--- src/hsbd_pkg.sv ---
// ----------------------------------------------------------------------------
// hsbd_pkg
// Shared widths, register codes, result codes and types of the histogram
// shot boundary detector.
// ----------------------------------------------------------------------------
`default_nettype none

package hsbd_pkg;

   localparam int HIST_BINS = 64;
   localparam int POS_W     = $clog2(HIST_BINS + 1);
   localparam int BIN_W     = 24;
   localparam int SUM_W     = 32;
   localparam int IVAL_W    = 8;
   localparam int CSR_IDX_W = 2;
   localparam int CSR_DAT_W = 32;

   localparam logic [SUM_W-1:0]  LOW_RESET      = SUM_W'(3000);
   localparam logic [SUM_W-1:0]  HIGH_RESET     = SUM_W'(30000);
   localparam logic [IVAL_W-1:0] INTERVAL_RESET = IVAL_W'(10);

   localparam logic [CSR_IDX_W-1:0] CSR_LOW_THRESHOLD  = 2'd0;
   localparam logic [CSR_IDX_W-1:0] CSR_HIGH_THRESHOLD = 2'd1;
   localparam logic [CSR_IDX_W-1:0] CSR_CHECK_INTERVAL = 2'd2;

   typedef enum logic [1:0] {
      EVENT_NONE = 2'd0,
      EVENT_CUT  = 2'd1,
      EVENT_FADE = 2'd2
   } event_type;

   typedef struct packed {
      logic [BIN_W-1:0] incoming;
      logic [BIN_W-1:0] previous;
      logic [BIN_W-1:0] saved;
   } hist_entry_type;

   typedef struct packed {
      logic shift;       // rotate the ring by one bin
      logic load_bin;    // head entry takes the accepted bin
      logic frame_end;   // commit incoming to previous
      logic take_saved;  // transition opens: saved takes previous
   } cell_ctl_type;

   function automatic logic [BIN_W-1:0] abs_gap(input logic [BIN_W-1:0] a,
                                                input logic [BIN_W-1:0] b);
      return (a > b) ? (a - b) : (b - a);
   endfunction

endpackage

`default_nettype wire

--- src/hsbd_cell.sv ---
// ----------------------------------------------------------------------------
// hsbd_cell
// One ring cell: incoming, previous and saved count of one histogram bin.
// Rotates to its neighbor and commits frame-end copies in place.
// ----------------------------------------------------------------------------
`default_nettype none

module hsbd_cell (
   input  logic                     clock,
   input  hsbd_pkg::cell_ctl_type   cell_ctl,
   input  hsbd_pkg::hist_entry_type from_next,
   output hsbd_pkg::hist_entry_type entry
);

   hsbd_pkg::hist_entry_type entry_ff;
   hsbd_pkg::hist_entry_type entry_in;
   hsbd_pkg::hist_entry_type moved;

   always_comb begin
      moved             = cell_ctl.shift ? from_next : entry_ff;
      entry_in.incoming = moved.incoming;
      entry_in.previous = cell_ctl.frame_end ? moved.incoming : moved.previous;
      entry_in.saved    = (cell_ctl.frame_end && cell_ctl.take_saved) ?
                          moved.previous : moved.saved;
   end

   always_ff @(posedge clock) begin
      entry_ff <= entry_in;
   end

   assign entry = entry_ff;

endmodule

`default_nettype wire

--- config.mk ---
export PLATFORM = sky130hd
export DESIGN_NAME = hsbd_cell
export DESIGN_NICKNAME = d
export VERILOG_FILES = /design/src/hsbd_pkg.sv /design/src/hsbd_cell.sv
export SDC_FILE = /design/constraint.sdc
export NUM_CORES = 1
export LEC_CHECK = 0
export CAP_MARGIN = 20
export CORE_MARGIN = 2
export CORE_UTILIZATION = 50
export CTS_BUF_LIST = sky130_fd_sc_hd__clkbuf_4 sky130_fd_sc_hd__clkbuf_8 sky130_fd_sc_hd__clkbuf_16
export DETAILED_ROUTE_END_ITERATION = 8
export DONT_BUFFER_PORTS = 1
export PLACE_DENSITY = 0.65
export REMOVE_ABC_BUFFERS = 1
export SYNTH_ARGS = -nofsm -noshare
export SYNTH_HDL_FRONTEND = slang
export SYNTH_SLANG_ARGS = --single-unit
--- constraint.sdc ---
create_clock -name clock -period 3.8 [get_ports clock]
set_input_delay 0.76 -clock clock [delete_from_list [all_inputs] [get_ports clock]]
set_output_delay 0.76 -clock clock [all_outputs]
set_load 0.01 [all_outputs]
==> results.yml <==
status:
  status: "finished, final reports clean"
sta:
  finalClockSkew_ns: 0.0150
  slew_viol_final: 0
  worstMarginPinSlew_ns: 0.520
  rsz0062_at_grt: "false"
  fin_crit_sh_pct: 40.5
  max_freq_ghz: 0.649
  max_slew_margin_pct: 65.3
  finalSetupViolations: 0
  finalCriticalPeriod_ns: 1.54
  final-hold-violation-count: 0
  setup_tns_ns: 0
cells_and_area:
  largest_register_ffs: 72
  multi_input_area_um2: 1340
  fill_cells: 523
  n_antenna_cell: 0
  fin_nets: 309
  final_layout_size_suffix_gt1_share_pct: 27.8
  fin_cells: 314
  regArea_um2: 1680
  area_delta_synth_final_pct: 3.04
setup_path:
  startpoint_type: "flip-flop"
  regToRegSetupSlack_ns: 2.82
  required_ns: 3.04
  r2r-start: "entry[47]"
  path_max_fanout: 1
  critPathCaptureType: "output pin"
  r2r-end: "entry[47]"
  worst_ep_arrival_time_ns: 0.78
  critical_path_class: "flip-flop to output pin"
  r2r_cells: 1
drt:
  drt-total-wl_um: 6470
  drc: 0
  num_vias: 1983
  ant_nets: 0
  drt_first_pass_iters: 5
  wl_per_cell_um: 20.6
  drt_iter0_drc: 93
  vias_per_cell: 6.32
floorplan:
  die_y_um: 84.1
  num_rows: 29
  die_area_um2: 7070
  ios: 149
  die_w_um: 84.1
  start_util_pct: 51.1
  core_area_um2: 6280
clock_tree:
  cts.sinks: 72
  cts.path.max_buffers: 2
  path_clk_slew_ns: 0.07
  clock_latency_ns: 0.34
  clockRootBuffer: "clkbuf_8"
  htreeDepth: 3
  cts_setup_buffers: 0
  numCtsBuffers: 9
  holdBufCountCts: 0
  postCtsResizedCells: 0
  cts_tree: "built"
hold_path:
  hold_depth: 1
  holdPathEnd: "entry[49]"
  holdCritStartpoint: "from_next[49]"
  worst_hold_path_type: "input port to flip-flop"
pwr:
  peakVddDrop_mv: 0.283
  leakage_nw: 1.14
  power_density_nw_per_um2: 506
  power_mw: 1.67
run:
  drv_cap: 0
global_routing:
  antenna_found_initial: 0
  grt.total_usage_pct: 18.4
  grt.overflow.total: 0
  grt_pass1_vias: 1935
  grt_pass1_wl_um: 10100
  grt_max_degree: 122
place:
  dpl.hpwl_um: 4240
  numPlacedInstances: 298
  gp_congestion: 0.742
  port_buffers: 0
synthesis:
  yosys_warnings: 0
  synth-seq-cells: 72
  yosysUniqueCellTypes: 14
  synth_area_um2: 3210
  synth_cells: 242
  yosysSeqAreaShare_pct: 52.4
  syn_avg_cell_area_um2: 13.3
## cell type report
type	instances	area share [%]
Sequential cell	72	50.9
Tap cell	77	2.92
Timing Repair Buffer	2	0.454
Multi-Input combinational cell	147	40.7
Clock buffer	12	4.43
Clock inverter	4	0.644
## through the flow
| stage | hold slack (ns) | utilization, % | instance area [um2] | setup WS (ns) |
|---|---|---|---|---|
| after floorplan | 0.544 | - | 3030 | 1.61 |
| after global placement | 0.562 | 50.0 | 3140 | 1.96 |
| after detailed placement | 0.570 | 50.0 | 3140 | 1.98 |
| after CTS | 0.549 | 52.6 | 3300 | 2.24 |
| after global routing | 0.545 | 52.6 | 3300 | 2.22 |
| final | 0.564 | 52.6 | 3300 | 2.26 |
## cells in the final DEF, fill, tap and decap left out, drive strengths merged
cell    synthesis  layout
nand3          48      48
dfxtp          48      48
nand2          25      25
o211ai         24      24
mux2           24      24
edfxtp         24      24
mux4           24      24
clkbuf          0      12
clkinv          0       3
buf            23       2
and2            1       1
nand2b          1       1
inv             0       1
## worst max path at each step
stage	startpoint	to	slack (ns)	cells past startpoint
6_report	entry[5]	entry[5]	2.26	0
5_1_grt	entry[8]	entry[8]	2.22	0
4_1_cts	entry[6]	entry[6]	2.24	0
3_5_place_dp	cell_ctl[1]	entry[23]	1.98	4
3_3_place_gp	cell_ctl[1]	entry[23]	1.96	4
2_1_floorplan	cell_ctl[0]	entry[0]	1.61	2
## per-layer routing
layer  track usage [%]  routed length [um]  vias to the layer above
met4              7.92                 104                        0
met3              7.81                 742                       10
li1                  -                   -                      909
met5                 0                   0                        -
met1              22.3                2480                      963
met2              28.9                3150                      101
## report_power, final
part           leakage [nW]  switching [mW]  internal [mW]
clock                0.0947           0.271          0.256
sequential            0.656           0.107          0.892
combinational         0.389          0.0466         0.0996
## Yosys cell counts
library cell	n	share of area (%)
and2_4	1	0.27
buf_4	5	1.2
edfxtp_1	24	22
mux4_1	1	0.82
nand2b_1	1	0.20
nand3_1	48	7.5
mux4_2	23	16
buf_6	7	2.5
o211ai_1	24	5.6
mux2_2	24	8.4
dfxtp_1	48	30
buf_8	1	0.47
buf_2	10	1.6
nand2_1	25	2.9
## cell families after synthesis
logic type	after synthesis	synth area share, %
AO/OA/AOI/OAI	24	5.62
buffers and inverters	23	5.66
flip-flops	72	52.4
multiplexers	48	25.4
AND/OR/NAND/NOR	75	10.9
(Power assumes the default switching activity.)
