### src/hsbd_pkg.sv
// ----------------------------------------------------------------------------
// hsbd_pkg
// Shared widths, register codes, result codes and types of the histogram
// shot boundary detector.
// ----------------------------------------------------------------------------
`default_nettype none

package hsbd_pkg;

   localparam int HIST_BINS = 64;
   localparam int POS_W     = $clog2(HIST_BINS + 1);
   localparam int BIN_W     = 24;
   localparam int SUM_W     = 32;
   localparam int IVAL_W    = 8;
   localparam int CSR_IDX_W = 2;
   localparam int CSR_DAT_W = 32;

   localparam logic [SUM_W-1:0]  LOW_RESET      = SUM_W'(3000);
   localparam logic [SUM_W-1:0]  HIGH_RESET     = SUM_W'(30000);
   localparam logic [IVAL_W-1:0] INTERVAL_RESET = IVAL_W'(10);

   localparam logic [CSR_IDX_W-1:0] CSR_LOW_THRESHOLD  = 2'd0;
   localparam logic [CSR_IDX_W-1:0] CSR_HIGH_THRESHOLD = 2'd1;
   localparam logic [CSR_IDX_W-1:0] CSR_CHECK_INTERVAL = 2'd2;

   typedef enum logic [1:0] {
      EVENT_NONE = 2'd0,
      EVENT_CUT  = 2'd1,
      EVENT_FADE = 2'd2
   } event_type;

   typedef struct packed {
      logic [BIN_W-1:0] incoming;
      logic [BIN_W-1:0] previous;
      logic [BIN_W-1:0] saved;
   } hist_entry_type;

   typedef struct packed {
      logic shift;       // rotate the ring by one bin
      logic load_bin;    // head entry takes the accepted bin
      logic frame_end;   // commit incoming to previous
      logic take_saved;  // transition opens: saved takes previous
   } cell_ctl_type;

   function automatic logic [BIN_W-1:0] abs_gap(input logic [BIN_W-1:0] a,
                                                input logic [BIN_W-1:0] b);
      return (a > b) ? (a - b) : (b - a);
   endfunction

endpackage

`default_nettype wire

### src/hsbd_req_if.sv
// ----------------------------------------------------------------------------
// hsbd_req_if
// Input channel: one histogram bin per item.
// ----------------------------------------------------------------------------
`default_nettype none

interface hsbd_req_if;
   logic                        valid;
   logic                        ready;
   logic [hsbd_pkg::BIN_W-1:0]  bin_count;
   logic                        last_bin;

   modport source (output valid, output bin_count, output last_bin, input ready);
   modport sink   (input valid, input bin_count, input last_bin, output ready);
endinterface

`default_nettype wire

### src/hsbd_rsp_if.sv
// ----------------------------------------------------------------------------
// hsbd_rsp_if
// Result channel: one item per frame end, first frame excepted.
// ----------------------------------------------------------------------------
`default_nettype none

interface hsbd_rsp_if;
   logic                        valid;
   logic                        ready;
   logic [1:0]                  event_res;
   logic [hsbd_pkg::SUM_W-1:0]  frame_diff;

   modport source (output valid, output event_res, output frame_diff, input ready);
   modport sink   (input valid, input event_res, input frame_diff, output ready);
endinterface

`default_nettype wire

### src/hsbd_ctrl.sv
// ----------------------------------------------------------------------------
// hsbd_ctrl
// Handshake, saturating difference sums, frame-end decision, frame phase
// and ring realignment after a short frame; registered result item.
// ----------------------------------------------------------------------------
`default_nettype none

module hsbd_ctrl (
   input  logic                             clock,
   input  logic                             reset,
   hsbd_req_if.sink                         req,
   hsbd_rsp_if.source                       rsp,
   input  logic [hsbd_pkg::BIN_W-1:0]       head_previous,
   input  logic [hsbd_pkg::BIN_W-1:0]       head_saved,
   input  logic [hsbd_pkg::SUM_W-1:0]       low_threshold,
   input  logic [hsbd_pkg::SUM_W-1:0]       high_threshold,
   input  logic [hsbd_pkg::IVAL_W-1:0]      check_interval,
   output hsbd_pkg::cell_ctl_type           cell_ctl
);

   localparam logic [hsbd_pkg::POS_W-1:0] POS_FULL = hsbd_pkg::POS_W'(hsbd_pkg::HIST_BINS);

   logic [hsbd_pkg::POS_W-1:0]   pos_ff, pos_in;
   logic                         align_ff, align_in;
   logic [hsbd_pkg::SUM_W-1:0]   sum_prev_ff, sum_prev_in;
   logic [hsbd_pkg::SUM_W-1:0]   sum_saved_ff, sum_saved_in;
   logic                         trans_ff, trans_in;
   logic                         seen_ff, seen_in;
   logic [hsbd_pkg::IVAL_W-1:0]  phase_ff, phase_in;
   logic                         rsp_valid_ff, rsp_valid_in;
   logic [1:0]                   rsp_event_ff, rsp_event_in;
   logic [hsbd_pkg::SUM_W-1:0]   rsp_diff_ff, rsp_diff_in;

   logic                         accept;
   logic                         in_range;
   logic [hsbd_pkg::BIN_W-1:0]   gap_prev, gap_saved;
   logic [hsbd_pkg::SUM_W:0]     add_prev, add_saved;
   logic [hsbd_pkg::SUM_W-1:0]   sat_prev, sat_saved;
   logic [hsbd_pkg::POS_W-1:0]   pos_step;
   logic [hsbd_pkg::IVAL_W-1:0]  interval;
   logic [hsbd_pkg::IVAL_W:0]    phase_step;
   logic                         frame_end;
   logic                         is_cut;
   logic                         opening;
   logic [1:0]                   event_code;

   assign req.ready  = !align_ff && (!rsp_valid_ff || rsp.ready);
   assign accept     = req.valid && req.ready;
   assign in_range   = pos_ff < POS_FULL;
   assign frame_end  = accept && req.last_bin;

   always_comb begin
      gap_prev   = in_range ? hsbd_pkg::abs_gap(head_previous, req.bin_count) : '0;
      gap_saved  = in_range ? hsbd_pkg::abs_gap(head_saved, req.bin_count) : '0;
      add_prev   = {1'b0, sum_prev_ff} + {{(hsbd_pkg::SUM_W-hsbd_pkg::BIN_W+1){1'b0}}, gap_prev};
      add_saved  = {1'b0, sum_saved_ff} + {{(hsbd_pkg::SUM_W-hsbd_pkg::BIN_W+1){1'b0}}, gap_saved};
      sat_prev   = add_prev[hsbd_pkg::SUM_W] ? '1 : add_prev[hsbd_pkg::SUM_W-1:0];
      sat_saved  = add_saved[hsbd_pkg::SUM_W] ? '1 : add_saved[hsbd_pkg::SUM_W-1:0];
      pos_step   = in_range ? (pos_ff + 1'b1) : pos_ff;
      interval   = (check_interval == '0) ? hsbd_pkg::IVAL_W'(1) : check_interval;
      phase_step = {1'b0, phase_ff} + 1'b1;
   end

   // frame-end decision
   always_comb begin
      is_cut     = seen_ff && (sat_prev > high_threshold);
      opening    = 1'b0;
      event_code = hsbd_pkg::EVENT_NONE;
      trans_in   = trans_ff;
      if (frame_end && seen_ff) begin
         if (is_cut) begin
            event_code = hsbd_pkg::EVENT_CUT;
            trans_in   = 1'b0;
         end else if (phase_ff == '0) begin
            if (sat_prev > low_threshold) begin
               if (!trans_ff) begin
                  trans_in = 1'b1;
                  opening  = 1'b1;
               end
            end else if (trans_ff) begin
               trans_in = 1'b0;
               if (sat_saved > high_threshold) begin
                  event_code = hsbd_pkg::EVENT_FADE;
               end
            end
         end
      end
   end

   always_comb begin
      pos_in       = pos_ff;
      align_in     = align_ff;
      sum_prev_in  = sum_prev_ff;
      sum_saved_in = sum_saved_ff;
      seen_in      = seen_ff;
      phase_in     = phase_ff;
      rsp_valid_in = rsp_valid_ff && !rsp.ready;
      rsp_event_in = rsp_event_ff;
      rsp_diff_in  = rsp_diff_ff;

      cell_ctl.shift      = align_ff || (accept && in_range);
      cell_ctl.load_bin   = accept && in_range;
      cell_ctl.frame_end  = frame_end;
      cell_ctl.take_saved = opening;

      if (align_ff) begin
         if (pos_ff + 1'b1 == POS_FULL) begin
            pos_in   = '0;
            align_in = 1'b0;
         end else begin
            pos_in = pos_ff + 1'b1;
         end
      end else if (accept) begin
         if (req.last_bin) begin
            sum_prev_in  = '0;
            sum_saved_in = '0;
            seen_in      = 1'b1;
            phase_in     = (phase_step >= {1'b0, interval}) ? '0 :
                           phase_step[hsbd_pkg::IVAL_W-1:0];
            if (pos_step == POS_FULL) begin
               pos_in = '0;
            end else begin
               pos_in   = pos_step;
               align_in = 1'b1;
            end
            if (seen_ff) begin
               rsp_valid_in = 1'b1;
               rsp_event_in = event_code;
               rsp_diff_in  = sat_prev;
            end
         end else begin
            sum_prev_in  = sat_prev;
            sum_saved_in = sat_saved;
            pos_in       = pos_step;
         end
      end
   end

   always_ff @(posedge clock) begin
      if (reset) begin
         pos_ff       <= '0;
         align_ff     <= 1'b0;
         sum_prev_ff  <= '0;
         sum_saved_ff <= '0;
         trans_ff     <= 1'b0;
         seen_ff      <= 1'b0;
         phase_ff     <= '0;
         rsp_valid_ff <= 1'b0;
      end else begin
         pos_ff       <= pos_in;
         align_ff     <= align_in;
         sum_prev_ff  <= sum_prev_in;
         sum_saved_ff <= sum_saved_in;
         trans_ff     <= trans_in;
         seen_ff      <= seen_in;
         phase_ff     <= phase_in;
         rsp_valid_ff <= rsp_valid_in;
      end
   end

   always_ff @(posedge clock) begin
      rsp_event_ff <= rsp_event_in;
      rsp_diff_ff  <= rsp_diff_in;
   end

   assign rsp.valid      = rsp_valid_ff;
   assign rsp.event_res  = rsp_event_ff;
   assign rsp.frame_diff = rsp_diff_ff;

   a_pos_bound: assert property (@(posedge clock) disable iff (reset)
      pos_ff <= POS_FULL)
      else $error("bin position beyond histogram size");

   a_align_not_home: assert property (@(posedge clock) disable iff (reset)
      align_ff |-> (pos_ff != '0) && !cell_ctl.load_bin)
      else $error("ring realignment while at home position or loading");

   a_result_loaded: assert property (@(posedge clock) disable iff (reset)
      (frame_end && seen_ff) |=> rsp_valid_ff && (rsp_diff_ff == $past(sat_prev)))
      else $error("frame end of a later frame gave no result item");

   a_sums_cleared: assert property (@(posedge clock) disable iff (reset)
      frame_end |=> (sum_prev_ff == '0) && (sum_saved_ff == '0))
      else $error("sums not cleared after frame end");

   a_cut_closes: assert property (@(posedge clock) disable iff (reset)
      (frame_end && is_cut) |=> !trans_ff)
      else $error("abrupt cut left a transition open");

endmodule

`default_nettype wire

### src/flat_wrapper.sv
// flat-port wrapper written by rule: the top's interface ports become plain ports
module hsbd_ctrl_flat 
  (clock, reset, head_previous, head_saved, low_threshold, high_threshold, check_interval, cell_ctl, req_valid, req_bin_count, req_last_bin, req_ready, rsp_valid, rsp_event_res, rsp_frame_diff, rsp_ready);
  hsbd_req_if req_i ();
  hsbd_rsp_if rsp_i ();
  input  logic clock;
  input  logic reset;
  input  logic [hsbd_pkg::BIN_W-1:0] head_previous;
  input  logic [hsbd_pkg::BIN_W-1:0] head_saved;
  input  logic [hsbd_pkg::SUM_W-1:0] low_threshold;
  input  logic [hsbd_pkg::SUM_W-1:0] high_threshold;
  input  logic [hsbd_pkg::IVAL_W-1:0] check_interval;
  output hsbd_pkg::cell_ctl_type cell_ctl;
  input wire logic [$bits(req_i.valid)-1:0] req_valid;
  input wire logic [$bits(req_i.bin_count)-1:0] req_bin_count;
  input wire logic [$bits(req_i.last_bin)-1:0] req_last_bin;
  output wire logic [$bits(req_i.ready)-1:0] req_ready;
  output wire logic [$bits(rsp_i.valid)-1:0] rsp_valid;
  output wire logic [$bits(rsp_i.event_res)-1:0] rsp_event_res;
  output wire logic [$bits(rsp_i.frame_diff)-1:0] rsp_frame_diff;
  input wire logic [$bits(rsp_i.ready)-1:0] rsp_ready;
  assign req_i.valid = req_valid;
  assign req_i.bin_count = req_bin_count;
  assign req_i.last_bin = req_last_bin;
  assign req_ready = req_i.ready;
  assign rsp_valid = rsp_i.valid;
  assign rsp_event_res = rsp_i.event_res;
  assign rsp_frame_diff = rsp_i.frame_diff;
  assign rsp_i.ready = rsp_ready;
  hsbd_ctrl u_core (.clock(clock), .reset(reset), .req(req_i), .rsp(rsp_i), .head_previous(head_previous), .head_saved(head_saved), .low_threshold(low_threshold), .high_threshold(high_threshold), .check_interval(check_interval), .cell_ctl(cell_ctl));
endmodule
### config.mk
export PLATFORM = sky130hd
export DESIGN_NAME = hsbd_ctrl_flat
export DESIGN_NICKNAME = d
export VERILOG_FILES = /design/src/hsbd_pkg.sv /design/src/hsbd_req_if.sv /design/src/hsbd_rsp_if.sv /design/src/hsbd_ctrl.sv /design/src/flat_wrapper.sv
export SDC_FILE = /design/constraint.sdc
export NUM_CORES = 1
export LEC_CHECK = 0
export ABC_CLOCK_PERIOD_IN_PS = 30900
export BUFFER_PORTS_ARGS = -buffer_cell sky130_fd_sc_hd__clkbuf_2
export CELL_PAD_IN_SITES_DETAIL_PLACEMENT = 1
export CELL_PAD_IN_SITES_GLOBAL_PLACEMENT = 1
export CORE_MARGIN = 1.5
export CORE_UTILIZATION = 48
export DETAILED_ROUTE_END_ITERATION = 10
export GPL_TIMING_DRIVEN = 1
export PLACE_DENSITY_LB_ADDON = 0.1
export SETUP_SLACK_MARGIN = 0.2
export SLEW_MARGIN = 15
export SYNTH_ARGS = -nofsm -noshare
export SYNTH_HDL_FRONTEND = slang
export SYNTH_SLANG_ARGS = --single-unit
### constraint.sdc
create_clock -name clock -period 30.9 [get_ports clock]
set_clock_uncertainty 0.05 [all_clocks]
set_input_delay 6.18 -clock clock [delete_from_list [all_inputs] [get_ports clock]]
set_output_delay 6.18 -clock clock [all_outputs]
set_load 0.01 [all_outputs]
==> flow_summary.yaml <==
clock_tree:
  postCtsSetupBuffers: 0
  postCtsHoldBufs: 0
  clock_sinks: 117
  clk_path_buf_depth: 2
  cts_made_buffers: 17
  post_cts_resized: 0
  cts.reportedPaths.clkPinSlew_ns: 0.06
  htreeDepth: 4
  cts-root-buf: "clkbuf_16"
  tritoncts: "built"
  insertion_delay_ns: 0.45
route:
  via_per_inst: 6.18
  drcViolationCount: 0
  dr_wl_met2_mm: 26.4
  wl_met3_mm: 2.45
  vias: 15400
  drtPass1Iterations: 5
  drt_iter0_drc: 817
  postRouteAntennaNets: 0
  topRoutingLayerUsed: "met4"
  wl_per_cell_um: 22.1
  wl_met1_mm: 24.6
  wl_mm: 55.1
flow_run:
  max-cap-violations: 0
synthesis:
  ys.warnings.count: 0
  syn_avg_cell_area_um2: 7.75
  synth_area_um2: 15200
  ys_seq_area_frac: 0.177
  synth-edff-count: 34
  async_flop_share: 0
  synth_nets: 2366
  ys.flop_type: "dfxtp_1"
  synth_cell_type_count: 90
  synth_seq_cells: 117
  synthCells: 1960
floorplan:
  io_pins: 189
  initial_core_util: 0.493
  die_h_um: 181
  die_x_um: 181
  num_rows: 64
  core_area_um2: 30800
  die_area_um2: 32700
grt:
  grt.overflow.total: 0
  grt_max_degree: 62
  grt_pass1_wl_mm: 86.7
  antenna_found_initial: 0
  grt_use_total: 0.334
  grt_pass1_vias: 16000
sta:
  rsz0062_at_grt: "false"
  relSlewSlack: 0.211
  hold_viol_final: 0
  maxSlewViolCount: 0
  tightest_slew_ns: 1.18
  finalSetupTns_ns: 0
  post-route-period-util: 0.683
  setup_viol_count_final: 0
  fin_crit_ns: 21.12
  timing.fmax_mhz: 47.4
hold_path:
  hp-start: "u_core.sum_saved_ff[0]"
  hold_depth: 2
  worstHoldPathType: "reg -> reg"
outcome:
  run_status: "finished clean"
worst_setup_path:
  startpoint: "req_bin_count[1]"
  cp-start-kind: "input pin"
  cp-end-kind: "primary output"
  cp_slowest_cell: "o21ai_2"
  regToRegStartpoint: "u_core.pos_ff[6]"
  arrival_ns: 14.89
  reg2regPathDepth: 23
  crit_top_cell: "a21o_1"
  slowest_delay_ns: 0.94
  critPathMaxFanout: 27
  worstPathRequired_ns: 24.67
  critPathKind: "in -> out"
power:
  p_per_area_nw_per_um2: 49.3
  cellLeakagePower_uw: 0.00873
  irDropWorstVdd_mv: 0.0393
layout:
  drive_gt1_frac: 0.126
  multi_input_area_um2: 11400
  num_antenna_cells: 0
  fin_util: 0.548
  syn2layout_area_growth_pct: 11.3
  final_cell_mix: "251 x ha_1, 195 x inv_1, 188 x clkbuf_2, 171 x a21oi_1, 135 x nand2_1"
  fin_nets: 2491
  final-seq-area_um2: 2680
  final_common_cell: "ha_1"
  fillers: 3919
place:
  dp_hpwl_mm: 44.8
  port_buffers: 188
  gp_congestion: 0.958
==> path summary, 6_finish.rpt <==
path                              to  slack [ns]
max                      cell_ctl[0]        9.78
min           u_core.sum_saved_ff[0]        0.41
max reg2reg  u_core.rsp.event_res[1]       24.27
min reg2reg   u_core.sum_saved_ff[0]        0.41
==> cell families after synthesis <==
family	count (synthesis)	synth area share
DFF	117	0.177
xor gates and xnor gates	91	0.0525
and+or+nand+nor	522	0.168
adders and majority gates	257	0.215
buffers and inverters	285	0.0740
muxes	41	0.0282
AOI/OAI and AO/OA	647	0.286
==> power by group <==
part           leakage [uW]  switching, uW  internal (uW)
Clock              0.000283           82.6            126
Sequential         0.000993           6.73            171
Combinational       0.00745            279            168
==> worst max-delay path, delay by kind of cell <==
kind	cells	cell delay (ns)
multiplexers	1	0.38
AO/OA/AOI/OAI	19	5.33
buffers and inverters	4	0.90
AND/OR/NAND/NOR	4	0.70
adder cells (fa/ha/maj)	3	1.21
XOR/XNOR	1	0.17
==> stage by stage <==
| stage | total power (uW) | cell area (um^2) | setup WS, ns | hold slack, ns | instances |
|---|---|---|---|---|---|
| finish | 833 | 16900 | 9.78 | 0.413 | 2494 |
| global route | 884 | 16900 | 9.26 | 0.437 | 2494 |
| CTS | 826 | 16900 | 9.98 | 0.412 | 2494 |
| detailed placement | 615 | 16300 | 10.06 | 0.403 | 2462 |
| global placement | 595 | 16300 | 10.16 | 0.394 | 2462 |
| floorplan | 485 | 15200 | 12.49 | 0.382 | 1960 |
==> registers in the layout, indices dropped and copies added (netlist names) <==
register               flops
u_core.rsp.event_res       2
u_core.trans_ff            1
u_core.rsp.frame_diff     32
u_core.pos_ff              7
u_core.phase_ff            8
u_core.rsp.valid           1
u_core.align_ff            1
u_core.sum_prev_ff        32
u_core.sum_saved_ff       32
u_core.seen_ff             1
==> final cells by class <==
| cell class | instances | share of cell area |
|---|---|---|
| tap | 396 | 0.0293 |
| timing repair buffer | 196 | 0.0592 |
| inverter | 195 | 0.0433 |
| sequential | 117 | 0.159 |
| clock buffer | 19 | 0.0256 |
| clock inverter | 13 | 0.00940 |
| multi-input combinational | 1558 | 0.674 |
==> routing by layer <==
metal | global-route usage | up-vias
li1 | - | 7311
met1 | 0.423 | 7571
met2 | 0.587 | 440
met3 | 0.0369 | 101
met4 | 0.114 | 0
met5 | 0 | -
==> synthesized netlist by cell type, types with 29 or more instances <==
cell type,number,area (um^2)
ha_1,251,3140
inv_1,195,732
a21oi_1,171,856
nand2_1,135,507
nor2_1,135,507
a21o_1,115,863
dfxtp_1,83,1660
o21ai_0,69,345
clkbuf_1,53,199
xnor2_1,51,447
a22o_1,47,412
nand3_1,46,230
nand4_1,42,263
xor2_1,40,350
nand2b_1,36,225
o21ai_1,36,180
edfxtp_1,34,1020
a31oi_1,33,206
nor2b_1,29,181
Power figures use the tool's default switching activity.
